### src/sks_pkg.sv
package sks_pkg;

	localparam int unsigned MeasW  = 16;
	localparam int unsigned ErrW   = 24;
	localparam int unsigned NoiseW = 16;
	localparam int unsigned GainW  = 17;
	localparam int unsigned DenW   = 25;
	localparam int unsigned MulAW  = 24;
	localparam int unsigned MulBW  = 17;
	localparam int unsigned ProdW  = MulAW + MulBW;

	localparam logic [1:0] REG_MEAS_ERR  = 2'd0;
	localparam logic [1:0] REG_INIT_ERR  = 2'd1;
	localparam logic [1:0] REG_PROC_NOISE = 2'd2;

	localparam logic [ErrW-1:0]   RESET_MEAS_ERR   = 24'd131072;
	localparam logic [ErrW-1:0]   RESET_INIT_ERR   = 24'd131072;
	localparam logic [NoiseW-1:0] RESET_PROC_NOISE = 16'd9830;

	localparam logic [GainW-1:0] GAIN_ONE = 17'h10000;
	localparam logic [ErrW-1:0]  ERR_MAX  = 24'hFFFFFF;

	typedef struct packed {
		logic            start;
		logic [ErrW-1:0] num;
		logic [DenW-1:0] den;
	} sks_div_req_t;

	typedef struct packed {
		logic             done;
		logic [GainW-1:0] quot;
	} sks_div_rsp_t;

endpackage

### src/sks_div.sv
// Restoring divider: quot = floor(num * 2^16 / den), one quotient bit per cycle.
// Requires num < 2*den, so 17 quotient bits suffice.
module sks_div
	import sks_pkg::*;
(
	input  logic         clk,
	input  logic         arst_n,
	input  sks_div_req_t req,
	output sks_div_rsp_t rsp
);

	logic [DenW-1:0]  rem_q;
	logic [DenW-1:0]  den_q;
	logic [GainW-1:0] quot_q;
	logic [4:0]       cnt_q;
	logic             busy_q;
	logic             lsb_q;
	logic             done_q;

	logic [DenW:0] shifted;
	logic [DenW:0] diff;
	logic          fits;

	// only the top quotient step pulls in a dividend bit (num[0]); the rest are zero
	assign shifted = {rem_q, (cnt_q == 5'd16) ? lsb_q : 1'b0};
	assign diff    = shifted - {1'b0, den_q};
	assign fits    = shifted >= {1'b0, den_q};

	always_ff @(posedge clk or negedge arst_n) begin
		if (!arst_n) begin
			busy_q <= 1'b0;
			done_q <= 1'b0;
			cnt_q  <= '0;
		end else begin
			done_q <= 1'b0;
			if (req.start) begin
				busy_q <= 1'b1;
				cnt_q  <= 5'd16;
			end else if (busy_q) begin
				if (cnt_q == 5'd0) begin
					busy_q <= 1'b0;
					done_q <= 1'b1;
				end else begin
					cnt_q <= cnt_q - 5'd1;
				end
			end
		end
	end

	always_ff @(posedge clk) begin
		if (req.start) begin
			rem_q  <= {2'b00, req.num[ErrW-1:1]};
			lsb_q  <= req.num[0];
			den_q  <= req.den;
			quot_q <= '0;
		end else if (busy_q) begin
			rem_q  <= fits ? diff[DenW-1:0] : shifted[DenW-1:0];
			quot_q <= {quot_q[GainW-2:0], fits};
		end
	end

	assign rsp.done = done_q;
	assign rsp.quot = quot_q;

endmodule

### src/sks_mul.sv
// Shared multiplier, product registered.
module sks_mul
	import sks_pkg::*;
(
	input  logic             clk,
	input  logic [MulAW-1:0] a,
	input  logic [MulBW-1:0] b,
	output logic [ProdW-1:0] p
);

	logic [ProdW-1:0] p_q;

	always_ff @(posedge clk) begin
		p_q <= ProdW'(a) * ProdW'(b);
	end

	assign p = p_q;

endmodule

### src/scalar_kalman_smoother.sv
// Channel  | Signals                               | Payload
// ---------+---------------------------------------+-------------------------------
// s_axis   | s_tvalid s_tready s_tdata[15:0]       | measurement, Q8.8 unsigned
// m_axis   | m_tvalid m_tready m_tdata[15:0]       | estimate, Q8.8 unsigned
// cfg      | cfg_valid cfg_ready cfg_index cfg_data| register index, write data
//
// Each measurement passes from its transfer through the bit-serial gain
// divider, the gain capture, the passes through the shared 24x17 multiplier
// and the final error update before its estimate is shown. The next
// measurement is not taken until the current one is finished.
// s_tready is high only while the sequencer is idle. A stalled m_axis holds the
// last step until the prior estimate is taken. Async reset loads the register
// defaults, clears the estimate and sets the error to the initial error.
module scalar_kalman_smoother
	import sks_pkg::*;
(
	input  logic              clk,
	input  logic              arst_n,
	input  logic              s_tvalid,
	output logic              s_tready,
	input  logic [MeasW-1:0]  s_tdata,   // [15:0] measurement
	output logic              m_tvalid,
	input  logic              m_tready,
	output logic [MeasW-1:0]  m_tdata,   // [15:0] estimate
	input  logic              cfg_valid,
	output logic              cfg_ready,
	input  logic [1:0]        cfg_index,
	input  logic [ErrW-1:0]   cfg_data
);

	typedef enum logic [2:0] {
		ST_IDLE,
		ST_DIV,
		ST_MAG,
		ST_T1,
		ST_T2,
		ST_DONE
	} state_t;

	state_t state_q;

	// configuration
	logic [ErrW-1:0]   meas_err_q;
	logic [NoiseW-1:0] noise_q;

	// filter state
	logic [MeasW-1:0] last_q;
	logic [ErrW-1:0]  err_q;

	// per-item work registers
	logic [MeasW-1:0] meas_q;
	logic [GainW-1:0] gain_q;
	logic [MeasW-1:0] next_q;
	logic [DenW:0]    term1_q;
	logic [MeasW-1:0] out_data_q;
	logic             out_valid_q;

	logic             s_xfer;
	logic             cfg_xfer;
	logic             up;
	logic [MeasW-1:0] mag;
	logic [MeasW-1:0] moved;
	logic [MeasW-1:0] corr;
	logic [MeasW-1:0] next_val;
	logic [ProdW:0]   rnd16;
	logic [ProdW:0]   rnd8;
	logic [DenW:0]    term2;
	logic [DenW+1:0]  err_sum;
	logic [ErrW-1:0]  err_new;
	logic             den_zero;

	logic [MulAW-1:0] mul_a;
	logic [MulBW-1:0] mul_b;
	logic [ProdW-1:0] prod;

	sks_div_req_t div_req;
	sks_div_rsp_t div_rsp;

	assign s_tready  = (state_q == ST_IDLE);
	assign s_xfer    = s_tvalid && s_tready;
	assign cfg_ready = 1'b1;
	assign cfg_xfer  = cfg_valid && cfg_ready;
	assign m_tvalid  = out_valid_q;
	assign m_tdata   = out_data_q;

	// gain = E / (E + R) as Q1.16; started on the input transfer
	assign div_req.start = s_xfer;
	assign div_req.num   = err_q;
	assign div_req.den   = {1'b0, err_q} + {1'b0, meas_err_q};
	assign den_zero      = (err_q == '0) && (meas_err_q == '0);

	sks_div u_div (
		.clk    (clk),
		.arst_n (arst_n),
		.req    (div_req),
		.rsp    (div_rsp)
	);

	// direction and size of the innovation
	assign up    = meas_q >= last_q;
	assign mag   = up ? (meas_q - last_q) : (last_q - meas_q);
	assign moved = up ? (next_q - last_q) : (last_q - next_q);

	// operand select for the shared multiplier; the product is registered and lands in the next cycle.
	// term two operands stay up in ST_DONE so the product holds through a stall.
	always_comb begin
		case (state_q)
			ST_MAG: begin
				mul_a = {8'b0, mag};
				mul_b = gain_q;
			end
			ST_T1: begin
				mul_a = err_q;
				mul_b = GAIN_ONE - gain_q;
			end
			ST_T2, ST_DONE: begin
				mul_a = {8'b0, moved};
				mul_b = {1'b0, noise_q};
			end
			default: begin
				mul_a = '0;
				mul_b = '0;
			end
		endcase
	end

	sks_mul u_mul (
		.clk (clk),
		.a   (mul_a),
		.b   (mul_b),
		.p   (prod)
	);

	// round half up: Q8.24 -> Q8.8 for the correction, 32 -> 16 fraction bits for term one
	assign rnd16    = {1'b0, prod} + (ProdW+1)'(32768);
	assign corr     = rnd16[31:16];
	assign next_val = up ? (last_q + corr) : (last_q - corr);

	// term two: Q8.24 -> Q8.16
	assign rnd8    = {1'b0, prod} + (ProdW+1)'(128);
	assign term2   = rnd8[DenW+8:8];
	assign err_sum = {1'b0, term1_q} + {1'b0, term2};
	assign err_new = (err_sum > (DenW+2)'(ERR_MAX)) ? ERR_MAX : err_sum[ErrW-1:0];

	always_ff @(posedge clk or negedge arst_n) begin
		if (!arst_n) begin
			state_q     <= ST_IDLE;
			meas_err_q  <= RESET_MEAS_ERR;
			noise_q     <= RESET_PROC_NOISE;
			last_q      <= '0;
			err_q       <= RESET_INIT_ERR;
			out_valid_q <= 1'b0;
		end else begin
			// in ST_DONE the output register is reloaded below instead
			if (out_valid_q && m_tready && state_q != ST_DONE) begin
				out_valid_q <= 1'b0;
			end
			if (cfg_xfer) begin
				case (cfg_index)
					REG_MEAS_ERR:   meas_err_q <= cfg_data;
					REG_INIT_ERR: begin
						err_q      <= cfg_data;
						last_q     <= '0;
					end
					REG_PROC_NOISE: noise_q <= cfg_data[NoiseW-1:0];
					default: ;
				endcase
			end
			case (state_q)
				ST_IDLE: begin
					if (s_xfer) begin
						state_q <= ST_DIV;
					end
				end
				ST_DIV: begin
					if (div_rsp.done) begin
						state_q <= ST_MAG;
					end
				end
				ST_MAG: state_q <= ST_T1;
				ST_T1:  state_q <= ST_T2;
				ST_T2:  state_q <= ST_DONE;
				ST_DONE: begin
					if (!out_valid_q || m_tready) begin
						last_q      <= next_q;
						err_q       <= err_new;
						out_valid_q <= 1'b1;
						state_q     <= ST_IDLE;
					end
				end
				default: state_q <= ST_IDLE;
			endcase
		end
	end

	// payload registers
	always_ff @(posedge clk) begin
		if (s_xfer) begin
			meas_q <= s_tdata;
		end
		if (state_q == ST_DIV && div_rsp.done) begin
			gain_q <= den_zero ? '0 : div_rsp.quot;
		end
		if (state_q == ST_T1) begin
			next_q <= next_val;
		end
		if (state_q == ST_T2) begin
			term1_q <= rnd16[DenW+16:16];
		end
		if (state_q == ST_DONE && (!out_valid_q || m_tready)) begin
			out_data_q <= next_q;
		end
	end

endmodule
### config.mk
export PLATFORM = sky130hd
export DESIGN_NAME = scalar_kalman_smoother
export DESIGN_NICKNAME = d
export VERILOG_FILES = /design/src/sks_pkg.sv /design/src/sks_div.sv /design/src/sks_mul.sv /design/src/scalar_kalman_smoother.sv
export SDC_FILE = /design/constraint.sdc
export NUM_CORES = 2
export LEC_CHECK = 0
export BUFFER_PORTS_ARGS = -buffer_cell sky130_fd_sc_hd__buf_2
export CELL_PAD_IN_SITES_DETAIL_PLACEMENT = 0
export CELL_PAD_IN_SITES_GLOBAL_PLACEMENT = 2
export CORE_ASPECT_RATIO = 0.7
export CORE_MARGIN = 2
export CORE_UTILIZATION = 45
export CTS_BUF_LIST = sky130_fd_sc_hd__clkbuf_16
export CTS_CLUSTER_DIAMETER = 150
export DETAILED_ROUTE_END_ITERATION = 10
export GPL_ROUTABILITY_DRIVEN = 0
export GPL_TIMING_DRIVEN = 0
export PLACE_DENSITY = 0.94
export SYNTH_ARGS = -nofsm -noshare
export SYNTH_HDL_FRONTEND = slang
export SYNTH_SLANG_ARGS = --single-unit
### constraint.sdc
create_clock -name clk -period 19.4 [get_ports clk]
set_input_delay 1.94 -clock clk [delete_from_list [all_inputs] [get_ports clk]]
set_output_delay 1.94 -clock clk [all_outputs]
set_load 0.01 [all_outputs]
==> reports/summary.log <==
[logic_synthesis] number of instances in the synthesized netlist 3511
[global_routing] vias in the first global route 25000
[cts] number of hold-repair buffers added at the cts stage 0
[timing] share of the clock period used by the worst path 61.6%
[logic_synthesis] Synth Area per Inst 9.10 um^2
[placed_design] pre-CTS setup slack 7790 ps
[die] row count 81
[worst_setup_path] critical path class reg2reg
[drt] vias 26100
[placed_design] sum of net half-perimeters after detailed placement 87.2 mm
[drt] Detail Route Antenna Nets 0
[worst_setup_path] type of origin of the critical path flip-flop
[placed_design] number of I/O port buffers 64
[die] initial standard-cell utilization of the core 45.6%
[logic_synthesis] Net Count, Synth 4163
[timing] maximum operating frequency 83.7 MHz
[worst_setup_path] crit path max-delay cell type sky130_fd_sc_hd__o31ai_1
[drt] WL/cell 23.0 um
[logic_synthesis] count of warnings emitted by yosys 0
[pwr] static power due to leakage 16.6 nW
[global_routing] leftover overflow at the end of global routing 0
[timing] final count of negative-setup-slack endpoints 0
[timing] final setup TNS 0 ps
[logic_synthesis] cell taking the most area after synthesis sky130_fd_sc_hd__fa_1
[final_layout] number of nets in the finished design 4274
[timing] post-route worst setup slack 7450 ps
[final_layout] total of fill cells in the finished design 6709
[timing] final critical delay including setup and external delays 11950 ps
[cts] clock latency on the worst-skew pair 590 ps
[final_layout] post-route core utilization 49.6%
[timing] Rel. slew slack 4.63%
[placed_design] area post-placement 0.0336 mm^2
[logic_synthesis] share of async-settable or async-resettable flops after synthesis 32.0%
[logic_synthesis] most frequent cell after synthesis sky130_fd_sc_hd__inv_1
[global_routing] met3 capacity usage during global routing 12.2%
[hold_path] type of the worst min-delay path reg2reg
[worst_setup_path] Crit path required time 19850 ps
[die] placeable core region 0.0700 mm^2
[final_layout] layout cells sized above 1 6.66%
[die] top-level port count 66
[final_layout] final instance area 0.0348 mm^2
[global_routing] first-pass GRT wire length 161 mm
[worst_setup_path] crit path buf inv count 9
[flow_run] count of maximum capacitance violations 0
[logic_synthesis] synth unique cells 88
[die] die extent in x 322 um
[timing] setup repair after global routing missed its margin false
[global_routing] maximum number of pins on one net before global-route repair 51
[cts] number of clock sinks 284
[cts] post-CTS resize count 0
[drt] number of optimization iterations in the first detailed-route pass 6
[cts] post-CTS setup buffer count 0
[logic_synthesis] netlist area before placement 0.0319 mm^2
[cts] buffer depth of the longest clock path 3
[global_routing] global-route met1 utilization 45.0%
[global_routing] global-route track usage on met2 38.0%
[global_routing] initial antenna violation count 2
[die] DIE HEIGHT 227 um
[timing] transition at the pin with the smallest max-transition slack 1420 ps
[pwr] Worst VDD drop 0.0627 mV
[timing] total count of max-transition violations in the final report 0
[logic_synthesis] number of enable-type register cells in the synthesized netlist 140
[pwr] power density normalized to cell area 111 mW/mm^2
[logic_synthesis] cells taking the most area after synthesis sky130_fd_sc_hd__fa_1 21%, sky130_fd_sc_hd__edfxtp_1 13%, sky130_fd_sc_hd__ha_1 11%
[worst_setup_path] WP data arrival 12400 ps
[outcome] outcome completed
[die] area of the die 0.0732 mm^2
[cts] root cell of the clock tree sky130_fd_sc_hd__clkbuf_16
[cts] TritonCTS Buffers 34
[cts] Max H-tree Level 2
[worst_setup_path] type of element capturing the critical path flip-flop
[drt] routed wire length 106 mm
[cts] clock-pin transition on the worst setup and hold timing paths 60 ps
[drt] initial drt markers 2707
[logic_synthesis] post-synthesis sequential area ratio 23.6%
[worst_setup_path] CP max stage delay 790 ps
[timing] number of endpoints with negative hold slack in the final report 0
[logic_synthesis] most used standard cells in the synthesized netlist 527 x sky130_fd_sc_hd__inv_1, 379 x sky130_fd_sc_hd__nand2_1, 335 x sky130_fd_sc_hd__fa_1, 270 x sky130_fd_sc_hd__ha_1, 220 x sky130_fd_sc_hd__nor2_1
[logic_synthesis] portion of synthesized cell area occupied by the leading cell type 21.0%
[logic_synthesis] number of synthesized register bits 284
[worst_setup_path] peak fanout along the critical path 10
[timing] Max Clock Skew 44.5 ps
[drt] drt via density 5.67
[cts] TritonCTS clock tree yes
[global_routing] aggregate global-route resource usage 29.8%
[global_routing] most congested layer reported by global routing met1
[drt] DRC errors left 0
[worst_setup_path] crit-path leading delay family compound AO/OA/AOI/OAI gates
[final_layout] area overhead of the layout relative to synthesis 8.79%
[logic_synthesis] most used flip-flop cell after synthesis sky130_fd_sc_hd__edfxtp_1
-- sequential cells by signal, summed over array words and instances (netlist names), 3 cells and up --
| register | count |
|---|---|
| err_q | 24 |
| gain_q | 17 |
| last_q | 16 |
| m_tdata | 16 |
| meas_err_q | 24 |
| meas_q | 16 |
| next_q | 16 |
| noise_q | 16 |
| state_q | 3 |
| term1_q | 26 |
| u_div.cnt_q | 5 |
| u_div.den_q | 25 |
| u_div.quot_q | 17 |
| u_div.rem_q | 25 |
| u_mul.p | 34 |
-- metal layers --
metal  share of wire, %  vias up
met3                 14      142
met2                 37     1241
li1                   -    11900
met4                3.0        4
met1                 47    12800
met5              0.020        -
-- placed cells by master, fill, tap and decap left out, drive strengths merged, types with 66 or more instances in the layout --
| cell | instances |
|---|---|
| nand3 | 67 |
| ha | 270 |
| dfrtp | 82 |
| a21o | 66 |
| clkbuf | 140 |
| inv | 536 |
| a21oi | 197 |
| edfxtp | 140 |
| fa | 335 |
| and2 | 80 |
| o21ai | 152 |
| xnor2 | 123 |
| xor2 | 70 |
| nor2 | 221 |
| buf | 104 |
| nand2 | 379 |
-- final timing paths --
check	from	end	slack [ps]	depth (start not counted)
min reg2reg	next_q[0]$_DFFE_PN_	m_tdata[0]$_DFFE_PP_	500	0
min in group asynchronous	arst_n	meas_err_q[20]$_DFFE_PN0P_	1450	1
max reg2reg	last_q[1]$_DFF_PN0_	u_mul.p[39]$_DFF_P_	7450	33
max	last_q[1]$_DFF_PN0_	u_mul.p[39]$_DFF_P_	7450	33
min	next_q[0]$_DFFE_PN_	m_tdata[0]$_DFFE_PP_	500	0
max in group asynchronous	arst_n	noise_q[2]$_DFFE_PN1P_	17160	2
-- metrics by stage --
| stage | hold slack, ps | total power, W | std cells |
|---|---|---|---|
| floorplan | 452 | 0.00239 | 3511 |
| global placement | 474 | 0.00308 | 4529 |
| detailed placement | 480 | 0.00309 | 4538 |
| CTS | 494 | 0.00377 | 4600 |
| global route | 511 | 0.00407 | 4602 |
| finish | 497 | 0.00384 | 4603 |
-- where the power goes --
group	switching (W)	internal, W	leakage, nW
registers	0.000186	0.000849	2.84
clock network	0.000301	0.000368	0.559
logic	0.00137	0.000767	13.2
-- logic make-up (layout without fill, tap and decap cells) --
family | count (synthesis) | count (layout) | synth area share [%]
AND/OR/NAND/NOR | 999 | 999 | 14.6
AO/OA/AOI/OAI | 666 | 666 | 13.5
buffers and inverters | 659 | 796 | 7.89
adder cells (fa/ha/maj) | 605 | 605 | 31.6
flip-flops | 284 | 284 | 23.6
XOR/XNOR | 193 | 193 | 5.29
multiplexers | 104 | 104 | 3.43
other | 1 | 2 | 0.0117
-- worst reg2reg max path, delay by kind of cell, from the launching register on --
family | cells | cell delay, ps
adders and majority gates | 8 | 3560
buffers and inverters | 9 | 1350
and+or+nand+nor | 3 | 370
AOI/OAI and AO/OA | 13 | 5940
DFF | 1 | 600
-- area by class of cell --
class	count	area, um^2	share of cell area (%)
inverters	527	1980	5.69
clock buffers	37	926	2.66
plain buffers	132	546	1.57
well taps	954	1190	3.43
diodes	1	2.50	0.00720
clock inverters	25	214	0.616
flip-flops and latches	284	7550	21.7
multi-input cells	2568	21900	63.0
repair buffers	75	460	1.32
(Power assumes the default switching activity.)
